## config.mk

```make
export PLATFORM = sky130hd
export DESIGN_NAME = circular_stack_alu_flat
export DESIGN_NICKNAME = d
export VERILOG_FILES = /design/src/rtl/csalu_pkg.sv /design/src/rtl/csalu_if.sv /design/src/rtl/csalu_ram.sv /design/src/rtl/csalu_seq.sv /design/src/rtl/csalu_dp.sv /design/src/rtl/circular_stack_alu.sv /design/src/flat_wrapper.sv
export SDC_FILE = /design/constraint.sdc
export NUM_CORES = 1
export LEC_CHECK = 0
export BUFFER_PORTS_ARGS = -buffer_cell sky130_fd_sc_hd__buf_2
export CORE_UTILIZATION = 45
export DETAILED_ROUTE_END_ITERATION = 12
export PLACE_DENSITY_LB_ADDON = 0.08
export SYNTH_ARGS = -nofsm -noshare
export SYNTH_HDL_FRONTEND = slang
export SYNTH_SLANG_ARGS = --single-unit
```

## constraint.sdc

```tcl
create_clock -name clk -period 7.6 [get_ports clk]
set_clock_uncertainty 0.2 [all_clocks]
set_input_delay 0.38 -clock clk [delete_from_list [all_inputs] [get_ports clk]]
set_output_delay 0.38 -clock clk [all_outputs]
set_load 0.1 [all_outputs]
```

## src/rtl/csalu_pkg.sv

```systemverilog
// ----------------------------------------------------------------------------
// csalu_pkg
// Types, opcodes and the microprogram of the circular stack ALU.
// ----------------------------------------------------------------------------
package csalu_pkg;

  typedef enum logic [3:0] {
    M_PUSH      = 4'd0,
    M_DUP       = 4'd1,
    M_DROP      = 4'd2,
    M_BACK      = 4'd3,
    M_SWAP      = 4'd4,
    M_OVER      = 4'd5,
    M_ADD       = 4'd6,
    M_AND       = 4'd7,
    M_OR        = 4'd8,
    M_XOR       = 4'd9,
    M_INVERT    = 4'd10,
    M_NEGATE    = 4'd11,
    M_PRINT     = 4'd12,
    M_PRINT_ALL = 4'd13,
    M_SET_SPEED = 4'd14,
    M_NOP       = 4'd15
  } mode_t;

  // ring address relative to the top index
  typedef enum logic [1:0] {
    AT_TOP,
    AT_UP,
    AT_DOWN
  } at_t;

  // word source for RAM writes and for the emitted value
  typedef enum logic [2:0] {
    S_LIT,
    S_RD,
    S_A,
    S_B,
    S_ALU
  } src_t;

  typedef enum logic [1:0] {
    P_KEEP,
    P_INC,
    P_DEC
  } ptr_t;

  typedef struct packed {
    logic rd;
    at_t  rd_at;
    logic wr;
    at_t  wr_at;
    src_t src;
    logic ld_a;
    logic ld_b;
    logic ld_spd;
    ptr_t ptr;
    logic emit;
    logic printed;
    logic fin;
    logic loop;
  } ctrl_t;

  typedef struct packed {
    logic  last;
    ctrl_t cw;
  } ucode_t;

  typedef logic [4:0] pc_t;

  localparam logic [7:0] SPEED_RESET = 8'd15;

  localparam ctrl_t CW_IDLE = '{
    rd: 1'b0, rd_at: AT_TOP, wr: 1'b0, wr_at: AT_TOP, src: S_RD,
    ld_a: 1'b0, ld_b: 1'b0, ld_spd: 1'b0, ptr: P_KEEP,
    emit: 1'b0, printed: 1'b0, fin: 1'b0, loop: 1'b0
  };

  // program entry points
  localparam pc_t UC_PUSH  = 5'd0;
  localparam pc_t UC_DUP   = 5'd1;
  localparam pc_t UC_DROP  = 5'd3;
  localparam pc_t UC_BACK  = 5'd5;
  localparam pc_t UC_SWAP  = 5'd7;
  localparam pc_t UC_OVER  = 5'd11;
  localparam pc_t UC_BIN   = 5'd13;
  localparam pc_t UC_UNARY = 5'd16;
  localparam pc_t UC_PRINT = 5'd18;
  localparam pc_t UC_PALL  = 5'd20;
  localparam pc_t UC_SPEED = 5'd22;
  localparam pc_t UC_NOP   = 5'd25;

  function automatic pc_t entry(mode_t m);
    pc_t p;
    p = UC_NOP;
    unique case (m) inside
      M_PUSH:                       p = UC_PUSH;
      M_DUP:                        p = UC_DUP;
      M_DROP:                       p = UC_DROP;
      M_BACK:                       p = UC_BACK;
      M_SWAP:                       p = UC_SWAP;
      M_OVER:                       p = UC_OVER;
      M_ADD, M_AND, M_OR, M_XOR:    p = UC_BIN;
      M_INVERT, M_NEGATE:           p = UC_UNARY;
      M_PRINT:                      p = UC_PRINT;
      M_PRINT_ALL:                  p = UC_PALL;
      M_SET_SPEED:                  p = UC_SPEED;
      M_NOP:                        p = UC_NOP;
    endcase
    return p;
  endfunction

  // Microprogram. Read data is available in the step after the read is issued.
  function automatic ctrl_t ucode(pc_t pc);
    ctrl_t c;
    c = CW_IDLE;
    unique case (pc)
      UC_PUSH: begin
        c.wr = 1'b1; c.wr_at = AT_UP; c.src = S_LIT; c.ptr = P_INC;
        c.emit = 1'b1; c.fin = 1'b1;
      end
      UC_DUP: begin
        c.rd = 1'b1; c.rd_at = AT_TOP;
      end
      UC_DUP + 5'd1: begin
        c.wr = 1'b1; c.wr_at = AT_UP; c.src = S_RD; c.ptr = P_INC;
        c.emit = 1'b1; c.fin = 1'b1;
      end
      UC_DROP: begin
        c.rd = 1'b1; c.rd_at = AT_DOWN; c.ptr = P_DEC;
      end
      UC_DROP + 5'd1: begin
        c.src = S_RD; c.emit = 1'b1; c.fin = 1'b1;
      end
      UC_BACK: begin
        c.rd = 1'b1; c.rd_at = AT_UP; c.ptr = P_INC;
      end
      UC_BACK + 5'd1: begin
        c.src = S_RD; c.emit = 1'b1; c.fin = 1'b1;
      end
      UC_SWAP: begin
        c.rd = 1'b1; c.rd_at = AT_TOP;
      end
      UC_SWAP + 5'd1: begin
        c.ld_a = 1'b1; c.rd = 1'b1; c.rd_at = AT_DOWN;
      end
      UC_SWAP + 5'd2: begin
        c.ld_b = 1'b1; c.wr = 1'b1; c.wr_at = AT_DOWN; c.src = S_A;
      end
      UC_SWAP + 5'd3: begin
        c.wr = 1'b1; c.wr_at = AT_TOP; c.src = S_B; c.emit = 1'b1; c.fin = 1'b1;
      end
      UC_OVER: begin
        c.rd = 1'b1; c.rd_at = AT_DOWN;
      end
      UC_OVER + 5'd1: begin
        c.wr = 1'b1; c.wr_at = AT_UP; c.src = S_RD; c.ptr = P_INC;
        c.emit = 1'b1; c.fin = 1'b1;
      end
      UC_BIN: begin
        c.rd = 1'b1; c.rd_at = AT_TOP;
      end
      UC_BIN + 5'd1: begin
        c.ld_a = 1'b1; c.rd = 1'b1; c.rd_at = AT_DOWN;
      end
      UC_BIN + 5'd2: begin
        c.wr = 1'b1; c.wr_at = AT_DOWN; c.src = S_ALU; c.ptr = P_DEC;
        c.emit = 1'b1; c.fin = 1'b1;
      end
      UC_UNARY: begin
        c.rd = 1'b1; c.rd_at = AT_TOP;
      end
      UC_UNARY + 5'd1: begin
        c.wr = 1'b1; c.wr_at = AT_TOP; c.src = S_ALU; c.emit = 1'b1; c.fin = 1'b1;
      end
      UC_PRINT: begin
        c.rd = 1'b1; c.rd_at = AT_TOP; c.ptr = P_DEC;
      end
      UC_PRINT + 5'd1: begin
        c.src = S_RD; c.emit = 1'b1; c.printed = 1'b1; c.fin = 1'b1;
      end
      UC_PALL: begin
        c.rd = 1'b1; c.rd_at = AT_TOP; c.ptr = P_DEC;
      end
      UC_PALL + 5'd1: begin
        // emits the previous read and fetches the next word until the count ends
        c.rd = 1'b1; c.rd_at = AT_TOP; c.ptr = P_DEC; c.src = S_RD;
        c.emit = 1'b1; c.printed = 1'b1; c.fin = 1'b1; c.loop = 1'b1;
      end
      UC_SPEED: begin
        c.rd = 1'b1; c.rd_at = AT_TOP;
      end
      UC_SPEED + 5'd1: begin
        c.ld_spd = 1'b1; c.rd = 1'b1; c.rd_at = AT_DOWN; c.ptr = P_DEC;
      end
      UC_SPEED + 5'd2: begin
        c.src = S_RD; c.emit = 1'b1; c.fin = 1'b1;
      end
      UC_NOP: begin
        c.rd = 1'b1; c.rd_at = AT_TOP;
      end
      UC_NOP + 5'd1: begin
        c.src = S_RD; c.emit = 1'b1; c.fin = 1'b1;
      end
      default: begin
        c.fin = 1'b1;
      end
    endcase
    return c;
  endfunction

endpackage

```

## src/rtl/csalu_if.sv

```systemverilog
// ----------------------------------------------------------------------------
// csalu_if
// Valid/ready channels for commands and results of the circular stack ALU.
// ----------------------------------------------------------------------------
interface csalu_cmd_if;
  logic               valid;
  logic               ready;
  logic        [3:0]  mode;
  logic signed [15:0] literal;

  modport source (output valid, output mode, output literal, input ready);
  modport sink (input valid, input mode, input literal, output ready);
endinterface

interface csalu_res_if;
  logic               valid;
  logic               ready;
  logic signed [15:0] value;
  logic               printed;
  logic               last;
  logic        [7:0]  speed_now;

  modport source (output valid, output value, output printed, output last,
                  output speed_now, input ready);
  modport sink (input valid, input value, input printed, input last,
                input speed_now, output ready);
endinterface

```

## src/rtl/csalu_ram.sv

```systemverilog
// ----------------------------------------------------------------------------
// csalu_ram
// Generic single-write, single-read RAM with registered read data.
// ----------------------------------------------------------------------------
module csalu_ram #(
  parameter int WIDTH = 16,
  parameter int DEPTH = 8
) (
  input  logic                     clk,
  input  logic                     we,
  input  logic [$clog2(DEPTH)-1:0] waddr,
  input  logic [WIDTH-1:0]         wdata,
  input  logic                     re,
  input  logic [$clog2(DEPTH)-1:0] raddr,
  output logic [WIDTH-1:0]         rdata
);

  logic [WIDTH-1:0] mem [DEPTH];

  always_ff @(posedge clk) begin
    if (we) begin
      mem[waddr] <= wdata;
    end
    if (re) begin
      rdata <= mem[raddr];
    end
  end

endmodule

```

## src/rtl/csalu_seq.sv

```systemverilog
// ----------------------------------------------------------------------------
// csalu_seq
// Microprogram sequencer: step counter, loop count and control word fetch.
// ----------------------------------------------------------------------------
module csalu_seq #(
  parameter int STACK_DEPTH = 8
) (
  input  logic             clk,
  input  logic             rst,
  input  logic             start,
  input  csalu_pkg::mode_t mode,
  input  logic             stall,
  output logic             busy,
  output csalu_pkg::mode_t mode_q,
  output csalu_pkg::ucode_t uc
);
  import csalu_pkg::*;

  localparam int CNT_W = $clog2(STACK_DEPTH);
  localparam logic [CNT_W-1:0] CNT_LAST = CNT_W'(STACK_DEPTH - 1);

  pc_t              pc;
  logic [CNT_W-1:0] cnt;
  ctrl_t            raw;
  ctrl_t            cw;
  logic             go;
  logic             cnt_done;
  logic             hold_loop;

  always_comb begin
    raw       = ucode(pc);
    cnt_done  = (cnt == CNT_LAST);
    hold_loop = raw.loop && !cnt_done;
    // a step that emits waits while the output register is full and not being taken
    go        = busy && !(raw.emit && stall);
    cw        = raw;
    if (!go) begin
      cw = CW_IDLE;
    end else if (raw.loop && cnt_done) begin
      cw.ptr = P_KEEP;
    end
    uc.cw   = cw;
    uc.last = raw.fin && !hold_loop;
  end

  always_ff @(posedge clk) begin
    if (rst) begin
      busy <= 1'b0;
      pc   <= UC_PUSH;
      cnt  <= '0;
    end else if (start) begin
      busy <= 1'b1;
      pc   <= entry(mode);
      cnt  <= '0;
    end else if (go) begin
      if (raw.fin) begin
        if (hold_loop) begin
          cnt <= cnt + 1'b1;
        end else begin
          busy <= 1'b0;
        end
      end else begin
        pc <= pc + 1'b1;
      end
    end
  end

  always_ff @(posedge clk) begin
    if (start) begin
      mode_q <= mode;
    end
  end

endmodule

```

## src/rtl/csalu_dp.sv

```systemverilog
// ----------------------------------------------------------------------------
// csalu_dp
// Datapath: ring RAM with valid bits, top index, operand registers, ALU
// and speed register.
// ----------------------------------------------------------------------------
module csalu_dp #(
  parameter int STACK_DEPTH = 8,
  parameter int WORD_BITS   = 16
) (
  input  logic               clk,
  input  logic               rst,
  input  logic               start,
  input  logic signed [15:0] literal,
  input  csalu_pkg::mode_t   mode,
  input  csalu_pkg::ctrl_t   cw,
  output logic signed [15:0] value,
  output logic        [7:0]  speed
);
  import csalu_pkg::*;

  localparam int PW = $clog2(STACK_DEPTH);
  localparam logic [PW-1:0] IDX_LAST = PW'(STACK_DEPTH - 1);

  logic [PW-1:0]          tp;
  logic [PW-1:0]          tp_up;
  logic [PW-1:0]          tp_down;
  logic [PW-1:0]          raddr;
  logic [PW-1:0]          waddr;
  logic [STACK_DEPTH-1:0] vld;
  logic                   rd_vld;
  logic [WORD_BITS-1:0]   q;
  logic [WORD_BITS-1:0]   rdw;
  logic [WORD_BITS-1:0]   a;
  logic [WORD_BITS-1:0]   b;
  logic [WORD_BITS-1:0]   lit_w;
  logic [WORD_BITS-1:0]   alu;
  logic [WORD_BITS-1:0]   src_w;
  logic [WORD_BITS+15:0]  lit_ext;
  logic [WORD_BITS+15:0]  val_ext;

  function automatic logic [PW-1:0] pick(at_t at, logic [PW-1:0] t,
                                          logic [PW-1:0] u, logic [PW-1:0] d);
    logic [PW-1:0] r;
    r = t;
    unique case (at)
      AT_TOP:  r = t;
      AT_UP:   r = u;
      AT_DOWN: r = d;
      default: r = t;
    endcase
    return r;
  endfunction

  always_comb begin
    tp_up   = (tp == IDX_LAST) ? '0 : tp + 1'b1;
    tp_down = (tp == '0) ? IDX_LAST : tp - 1'b1;
    raddr   = pick(cw.rd_at, tp, tp_up, tp_down);
    waddr   = pick(cw.wr_at, tp, tp_up, tp_down);
    // never-written entries read as the reset value, zero
    rdw     = rd_vld ? q : '0;
    lit_ext = {{WORD_BITS{literal[15]}}, literal};
  end

  always_comb begin
    case (mode)
      M_ADD:    alu = a + rdw;
      M_AND:    alu = a & rdw;
      M_OR:     alu = a | rdw;
      M_XOR:    alu = a ^ rdw;
      M_INVERT: alu = ~rdw;
      M_NEGATE: alu = '0 - rdw;
      default:  alu = rdw;
    endcase
  end

  always_comb begin
    unique case (cw.src)
      S_LIT:   src_w = lit_w;
      S_RD:    src_w = rdw;
      S_A:     src_w = a;
      S_B:     src_w = b;
      S_ALU:   src_w = alu;
      default: src_w = rdw;
    endcase
    val_ext = {16'b0, src_w};
    value   = val_ext[15:0];
  end

  csalu_ram #(
    .WIDTH (WORD_BITS),
    .DEPTH (STACK_DEPTH)
  ) u_ram (
    .clk   (clk),
    .we    (cw.wr),
    .waddr (waddr),
    .wdata (src_w),
    .re    (cw.rd),
    .raddr (raddr),
    .rdata (q)
  );

  always_ff @(posedge clk) begin
    if (rst) begin
      tp    <= '0;
      vld   <= '0;
      speed <= SPEED_RESET;
    end else begin
      case (cw.ptr)
        P_INC:   tp <= tp_up;
        P_DEC:   tp <= tp_down;
        default: tp <= tp;
      endcase
      if (cw.wr) begin
        vld[waddr] <= 1'b1;
      end
      if (cw.ld_spd) begin
        speed <= rdw[7:0];
      end
    end
  end

  always_ff @(posedge clk) begin
    if (cw.rd) begin
      rd_vld <= vld[raddr];
    end
    if (cw.ld_a) begin
      a <= rdw;
    end
    if (cw.ld_b) begin
      b <= rdw;
    end
    if (start) begin
      lit_w <= lit_ext[WORD_BITS-1:0];
    end
  end

endmodule

```

## src/rtl/circular_stack_alu.sv

```systemverilog
// ----------------------------------------------------------------------------
// circular_stack_alu
// Forth-style data stack in a wrapping ring with a small ALU, run by a
// microprogram over a single-port-read RAM.
// ----------------------------------------------------------------------------
// Steps per command (at most one RAM read issued per step, data used the next step):
//   push 1, dup/drop/back/over/invert/negate/print/nop 2, add/and/or/xor and
//   set_speed 3, swap 4, print_all 1 + STACK_DEPTH (one result per loop step unless stalled).
// A new command is accepted the cycle after the last step.
// Results are registered; a full output register that is not being taken stalls only emitting steps.
// Reset clears the state: ring reads zero (per-entry valid bits), top 0, speed 15.
module circular_stack_alu #(
  parameter int STACK_DEPTH = 8,
  parameter int WORD_BITS   = 16
) (
  input logic        clk,
  input logic        rst,
  csalu_cmd_if.sink  cmd,
  csalu_res_if.source res
);
  import csalu_pkg::*;

  logic               busy;
  logic               start;
  logic               stall;
  mode_t              mode_q;
  ucode_t             uc;
  logic signed [15:0] dp_value;
  logic        [7:0]  speed;

  logic               out_valid;
  logic signed [15:0] out_value;
  logic               out_printed;
  logic               out_last;
  logic        [7:0]  out_speed;

  assign cmd.ready = !busy;
  assign start     = cmd.valid && !busy;
  assign stall     = out_valid && !res.ready;

  csalu_seq #(
    .STACK_DEPTH (STACK_DEPTH)
  ) u_seq (
    .clk    (clk),
    .rst    (rst),
    .start  (start),
    .mode   (mode_t'(cmd.mode)),
    .stall  (stall),
    .busy   (busy),
    .mode_q (mode_q),
    .uc     (uc)
  );

  csalu_dp #(
    .STACK_DEPTH (STACK_DEPTH),
    .WORD_BITS   (WORD_BITS)
  ) u_dp (
    .clk     (clk),
    .rst     (rst),
    .start   (start),
    .literal (cmd.literal),
    .mode    (mode_q),
    .cw      (uc.cw),
    .value   (dp_value),
    .speed   (speed)
  );

  always_ff @(posedge clk) begin
    if (rst) begin
      out_valid <= 1'b0;
    end else if (uc.cw.emit) begin
      out_valid <= 1'b1;
    end else if (res.ready) begin
      out_valid <= 1'b0;
    end
  end

  always_ff @(posedge clk) begin
    if (uc.cw.emit) begin
      out_value   <= dp_value;
      out_printed <= uc.cw.printed;
      out_last    <= uc.last;
      out_speed   <= speed;
    end
  end

  assign res.valid     = out_valid;
  assign res.value     = out_value;
  assign res.printed   = out_printed;
  assign res.last      = out_last;
  assign res.speed_now = out_speed;

endmodule

```

## src/flat_wrapper.sv

```systemverilog
// flat-port wrapper written by rule: the top's interface ports become plain ports
module circular_stack_alu_flat import csalu_pkg::*;
#(
  parameter int STACK_DEPTH = 8,
  parameter int WORD_BITS   = 16
)
  (clk, rst, cmd_valid, cmd_mode, cmd_literal, cmd_ready, res_valid, res_value, res_printed, res_last, res_speed_now, res_ready);
  csalu_cmd_if cmd_i ();
  csalu_res_if res_i ();
  input logic clk;
  input logic rst;
  input wire logic [$bits(cmd_i.valid)-1:0] cmd_valid;
  input wire logic [$bits(cmd_i.mode)-1:0] cmd_mode;
  input wire logic [$bits(cmd_i.literal)-1:0] cmd_literal;
  output wire logic [$bits(cmd_i.ready)-1:0] cmd_ready;
  output wire logic [$bits(res_i.valid)-1:0] res_valid;
  output wire logic [$bits(res_i.value)-1:0] res_value;
  output wire logic [$bits(res_i.printed)-1:0] res_printed;
  output wire logic [$bits(res_i.last)-1:0] res_last;
  output wire logic [$bits(res_i.speed_now)-1:0] res_speed_now;
  input wire logic [$bits(res_i.ready)-1:0] res_ready;
  assign cmd_i.valid = cmd_valid;
  assign cmd_i.mode = cmd_mode;
  assign cmd_i.literal = cmd_literal;
  assign cmd_ready = cmd_i.ready;
  assign res_valid = res_i.valid;
  assign res_value = res_i.value;
  assign res_printed = res_i.printed;
  assign res_last = res_i.last;
  assign res_speed_now = res_i.speed_now;
  assign res_i.ready = res_ready;
  circular_stack_alu #(.STACK_DEPTH(STACK_DEPTH), .WORD_BITS(WORD_BITS)) u_core (.clk(clk), .rst(rst), .cmd(cmd_i), .res(res_i));
endmodule
```

[Word level (Yosys, flattened, before mapping)]
Memories as Yosys holds them, arrays and structs flattened. A register that Yosys moved wholly into a read port is not among the register bits.
Cells that the tools add are included.
Storage, ports and cells
  register bits after elaboration: 108
  bits in writable memories: 128
  memories: 1
  output and inout port bits: 28
  input bits: 24
  logic and storage cells: 170
Memories
  u_core.u_dp.u_ram.mem: depth 8, bits a word 16, rd ports 1, clocked after memory_dff 1, write ports 1, RTL line csalu_ram.sv:18  | logic [WIDTH-1:0] mem [DEPTH];
Operators by class
  bitwise operators: 6
  reduce and logical (&&, ||, !) cells: 39
  add/sub/neg operators: 6
  order comparisons: 3
  muxes and demuxes: 39
  equal/unequal tests: 60
Operators by type and width (number)
  $pmux 16 s6: 1
  $pmux 16 s4: 1
  $pmux 5 s12: 1
  $eq 5x5->1 const B: 11
  $eq 4x4->1 const B: 12
  $eq 5x4->1 const B: 8
  $eq 4x3->1 const B: 6
  $eq 5x3->1 const B: 4
  $pmux 3 s2: 3
  $pmux 3 s3: 2
  $mux 1: 17
  $add 16x16->16: 1
  $and 16x16->16: 1
  $mux 16: 1
  $not 16->16: 1
  $or 16x16->16: 1
  $sub 1x16->16 const A: 1
  $xor 16x16->16: 1
  $mux 5: 3
  $reduce_or 15->1: 1
  $reduce_or 2->1: 7
  $mux 12: 1
  $pmux 3 s4: 1
  $reduce_or 12->1: 1
  other kinds (35): 66

[Longest topological paths before layout]
  depth in word-level cells: 14
  gate-level depth with buffers: 18
  depth with buffers taken out: 15

[Modules after synthesis]
Synthesis repeated with hierarchy kept, for this count alone.
Unflattened totals
  cell total of the unflattened synthesis: 1078
  area total of the unflattened synthesis: 13195.2 um^2
Modules (own cells, without submodules)
  csalu_dp: instances 1, seq. area each 1851.8 um^2, cells each 652, area each 5546.6 um^2
  csalu_ram: instances 1, seq. area each 4324.1 um^2, cells each 214, area each 5454.0 um^2
  csalu_seq: instances 1, seq. area each 300.3 um^2, cells each 181, area each 1360.1 um^2
  circular_stack_alu: instances 1, seq. area each 800.8 um^2, cells each 31, area each 834.6 um^2

[Worst setup path before layout]
Ideal clock, no wire load.
  kind: reg-to-reg
  from: register u_core.u_seq.pc[3]
  to: memory u_core.u_dp.u_ram.mem[6][0], enable pin
  buffers on the path: 3
  stages on the path, launching flop included: 15
  clock period less this slack: 4633 ps
  setup slack: 2967 ps
  library setup time: 412 ps
  data required time: 6988 ps
  data arrival time: 4021 ps
  path through: dfxtp_1 -> buf_2 -> buf_2 -> and3_1 -> ha_1 -> a311oi_4 -> nand2_2 -> o21a_1 -> buf_6 -> nor3_1 -> ha_1 -> a221oi_1 -> a21o_1 -> nand3_1 -> nor3_1
On the way
  cells in the longest elaborated chain, start to end: 9
  elaborated cells between the ends (all ways): 28
  classes of those cells: 14 x eq/ne; 6 x mux; 8 x reduce/logical
RTL lines
  from (decl): RTL line csalu_seq.sv:22  | pc_t pc;
  from (signal assigned): RTL line csalu_seq.sv:53  | pc <= entry(mode);
  from (signal assigned): RTL line csalu_seq.sv:63  | pc <= pc + 1'b1;
  $eq 5x5->1, or another cell as far along: RTL line csalu_pkg.sv:117  | unique case (pc)
  $reduce_or 12->1 (no source line)
  $mux 1: RTL line csalu_pkg.sv:117
  $logic_and 1x1->1: RTL line csalu_seq.sv:35  | go = busy && !(raw.emit && stall);
  $logic_not 1->1: RTL line csalu_seq.sv:35
  $logic_and 1x1->1: RTL line csalu_seq.sv:35
  $mux 12 (*): RTL line csalu_seq.sv:37  | if (!go) begin
  $eq 2x2->1, or another cell as far along: RTL line csalu_dp.sv:45  | unique case (at)
  $pmux 3 s2 or $mux 1 (tied branches): RTL line csalu_dp.sv:45, csalu_ram.sv:22
  to (decl): RTL line csalu_ram.sv:18
Every way passes the cells marked *; elsewhere a longest branch is shown, timed or not.

[Final worst setup path]
  from: register u_core.u_seq.pc[2]
  to: memory u_core.u_dp.u_ram.mem[0][11], enable pin
The elaborated chain is that of the path after synthesis.

==> metrics <==
Synth area leader edfxtp_1; CP Buf/Inv Count 1; wire length per cell 23.1 um; number of remaining DRC errors 0; Cell Chain, Critical Path xnor2_1, a311oi_4, nand2_2, o21a_1, nor3_1, inv_1, ha_1, mux2i_1, nor2_1, a21oi_1, nand2_1, nor2_2; Post-CTS Setup Repair Bufs 0; initial core utilization 0.462; Hold Path Depth 3; final hold vios 0; largest net degree at the start of global routing 40; status complete, no violations; FF-to-FF End u_core.u_dp.u_ram.mem[0][11]; Worst slew margin 0.194; DR vias 8,806; layout cells sized above 1 0.190; Worst Path Required 7.56 ns; Port Buffers 51; post-layout util 0.534; H-tree lvl count 1; max-slew violations 0; CP Depth 12; Rows 60; worst path arrival time 5.40 ns; Post-layout nets 1,127; total gr overflow 0; worst-path fanout max 31; Setup crit end u_core.u_dp.u_ram.mem[0][11]; GPL Wtd Cong 0.929; Post-CTS Resized 0; Worst Hold Class input port to register; full die area 0.0286 mm2; CP delay by family, top simple AND/OR/NAND/NOR gates; Setup TNS 0 ns; first-pass GRT wire length 50,700 um; # IOs 52; CP Capture Type register; RSZ-0062 raised after global routing false; post-route ant nets 0; drt pass-1 iters 7; FMAX 0.184 GHz; top cells by area, synth edfxtp_1 53%, mux4_2 6.1%, dfxtp_1 4.6%; Worst Tran Pin Value 1.19 ns; Die X 169 um; clock buffer count from CTS 27; core area 0.0272 mm2; Critical Path Start Type register; Die H 169 um; #FFs+latches synth 252; Max-Cap Viols 0; Synth Warn # 0; Root Buffer clkbuf_16; Synth top area share 0.533; synthesized area 0.0126 mm2; pwr/cell area 283 mW/mm2; vias per cell 6.05; Fillers 2,334; clock tree from TritonCTS built; CP max-delay cell dfxtp_1; post-DP HPWL 21,700 um; clock sink total 252; ant diodes 0; reg2reg start u_core.u_seq.pc[2]; Yosys cell types 76; CTS max path bufs 3; DR iter-0 viols 880; critical path class register to register; min Tclk post-route 5.44 ns; Peak VDD IR 200 uV; R2R depth 12; r2r setup slk 2.16 ns; Slowest Stage Delay on Critical Path 0.97 ns; sequential share of the synthesized area 0.580; asr flop ratio synth 0; most frequent cells in the layout 223 x edfxtp_1, 67 x nand2_1, 62 x nor2_1; drt total wl 33,700 um; cell count after synthesis 992; aggregate global-route resource usage 0.238; syn_nets 1,057; Leak 0.00526 uW; endpoints failing setup 0; synthesis-to-finish area growth 15.5%; period utilization 0.716; commonest non-fill, non-tap cell in the layout edfxtp_1; Synth Area per Inst 12.7 um2; vias in the first global route 8,372; Worst-Skew Late Latency 0.56 ns; worst setup path start u_core.u_seq.pc[2]; initial antenna violation count 0; top_reg_cell synth edfxtp_1; number of synthesized flops with an enable pin 223; clock slew at reported path FFs 0.06 ns
## cells in the mapped netlist, drive strengths merged, types with 6 or more instances
master / instances
nor4: 6
mux2i: 13
a22oi: 14
o22ai: 7
nand3: 29
and3: 10
o21a: 8
a211oi: 11
o31ai: 6
o21ai: 39
xnor2: 8
dfxtp: 29
o221ai: 6
a32oi: 6
clkbuf: 30
a211o: 7
mux4: 34
ha: 41
nand2: 68
mux2: 19
a31oi: 9
edfxtp: 223
a221oi: 6
nand2b: 9
a311oi: 8
nor2: 66
nand4: 10
buf: 24
inv: 54
o211ai: 11
o21ba: 10
nor3: 29
a222oi: 10
a21oi: 53
nor2b: 7
## sequential cells by signal (all words and copies together) (netlist names)
signal                   flops
u_core.u_dp.lit_w           16
u_core.res.valid             1
u_core.u_dp.vld              8
u_core.u_seq.busy            1
u_core.res.printed           1
u_core.u_dp.b               16
u_core.u_dp.u_ram.mem      128
u_core.u_dp.u_ram.rdata     16
u_core.res.value            16
u_core.u_dp.tp               3
u_core.res.speed_now         8
u_core.u_seq.mode_q          4
u_core.res.last              1
u_core.u_seq.cnt             3
u_core.u_dp.speed            8
u_core.u_dp.a               16
u_core.u_seq.pc              5
u_core.u_dp.rd_vld           1
## repair_timing
item | in CTS | in global routing
endpoints found under the hold margin | 22 | 0
hold buffers | 22 | 0
setup endpoints to repair | 0 | 0
## per-layer routing
metal,routed length [um],track usage
met1,15500,0.342
met2,15200,0.370
met3,1950,0.0341
met4,1020,0.0819
met5,0,0
## worst min path at each step
stage,from,end,slack [ns]
finish,res_ready,u_core.res.valid,0.03
global route,res_ready,u_core.res.valid,0.03
CTS,res_ready,u_core.res.valid,0.01
detailed placement,u_core.u_dp.speed[6],u_core.res.speed_now[6],0.22
global placement,u_core.u_dp.speed[4],u_core.res.speed_now[4],0.22
floorplan,u_core.u_dp.speed[4],u_core.res.speed_now[4],0.21
## final cells by class
type	count	area, um2	share of cell area
Tap cell	372	465	0.0321
Sequential cell	252	7280	0.502
Timing Repair Buffer	95	641	0.0442
Inverter	54	203	0.0140
Multi-Input combinational cell	632	4910	0.339
Clock buffer	33	739	0.0510
Clock inverter	17	259	0.0179
## tightest hold or removal path, stage by stage
cell and delay [ns]:
buf_2 0.09, nor2b_1 0.07, o21ba_2 0.21
## where the power goes
group          leakage (uW)  switching (uW)  internal [uW]
combinational       0.00250             599            318
clock              0.000479             556            900
sequential          0.00228            69.9           1670
total               0.00526            1220           2880
## through the flow
step	total power [uW]	area [um2]	std cells	worst slack [ns]	hold slack, ns
2_1_floorplan	2410	12600	992	2.97	0.208
3_3_place_gp	2660	13300	1383	2.36	0.221
3_5_place_dp	2670	13300	1383	2.20	0.219
4_1_cts	4140	14500	1455	2.15	0.0122
5_1_grt	4270	14500	1455	1.67	0.0333
6_report	4110	14500	1455	2.16	0.0273
## cell families after synthesis
kind of cell,share of synthesized area
compound gates,0.139
xor+xnor,0.00907
fa+ha+maj,0.0409
buf+inv,0.0348
flops,0.580
mux,0.0884
simple gates,0.109
Note: power is estimated with default switching activity, not from simulation.
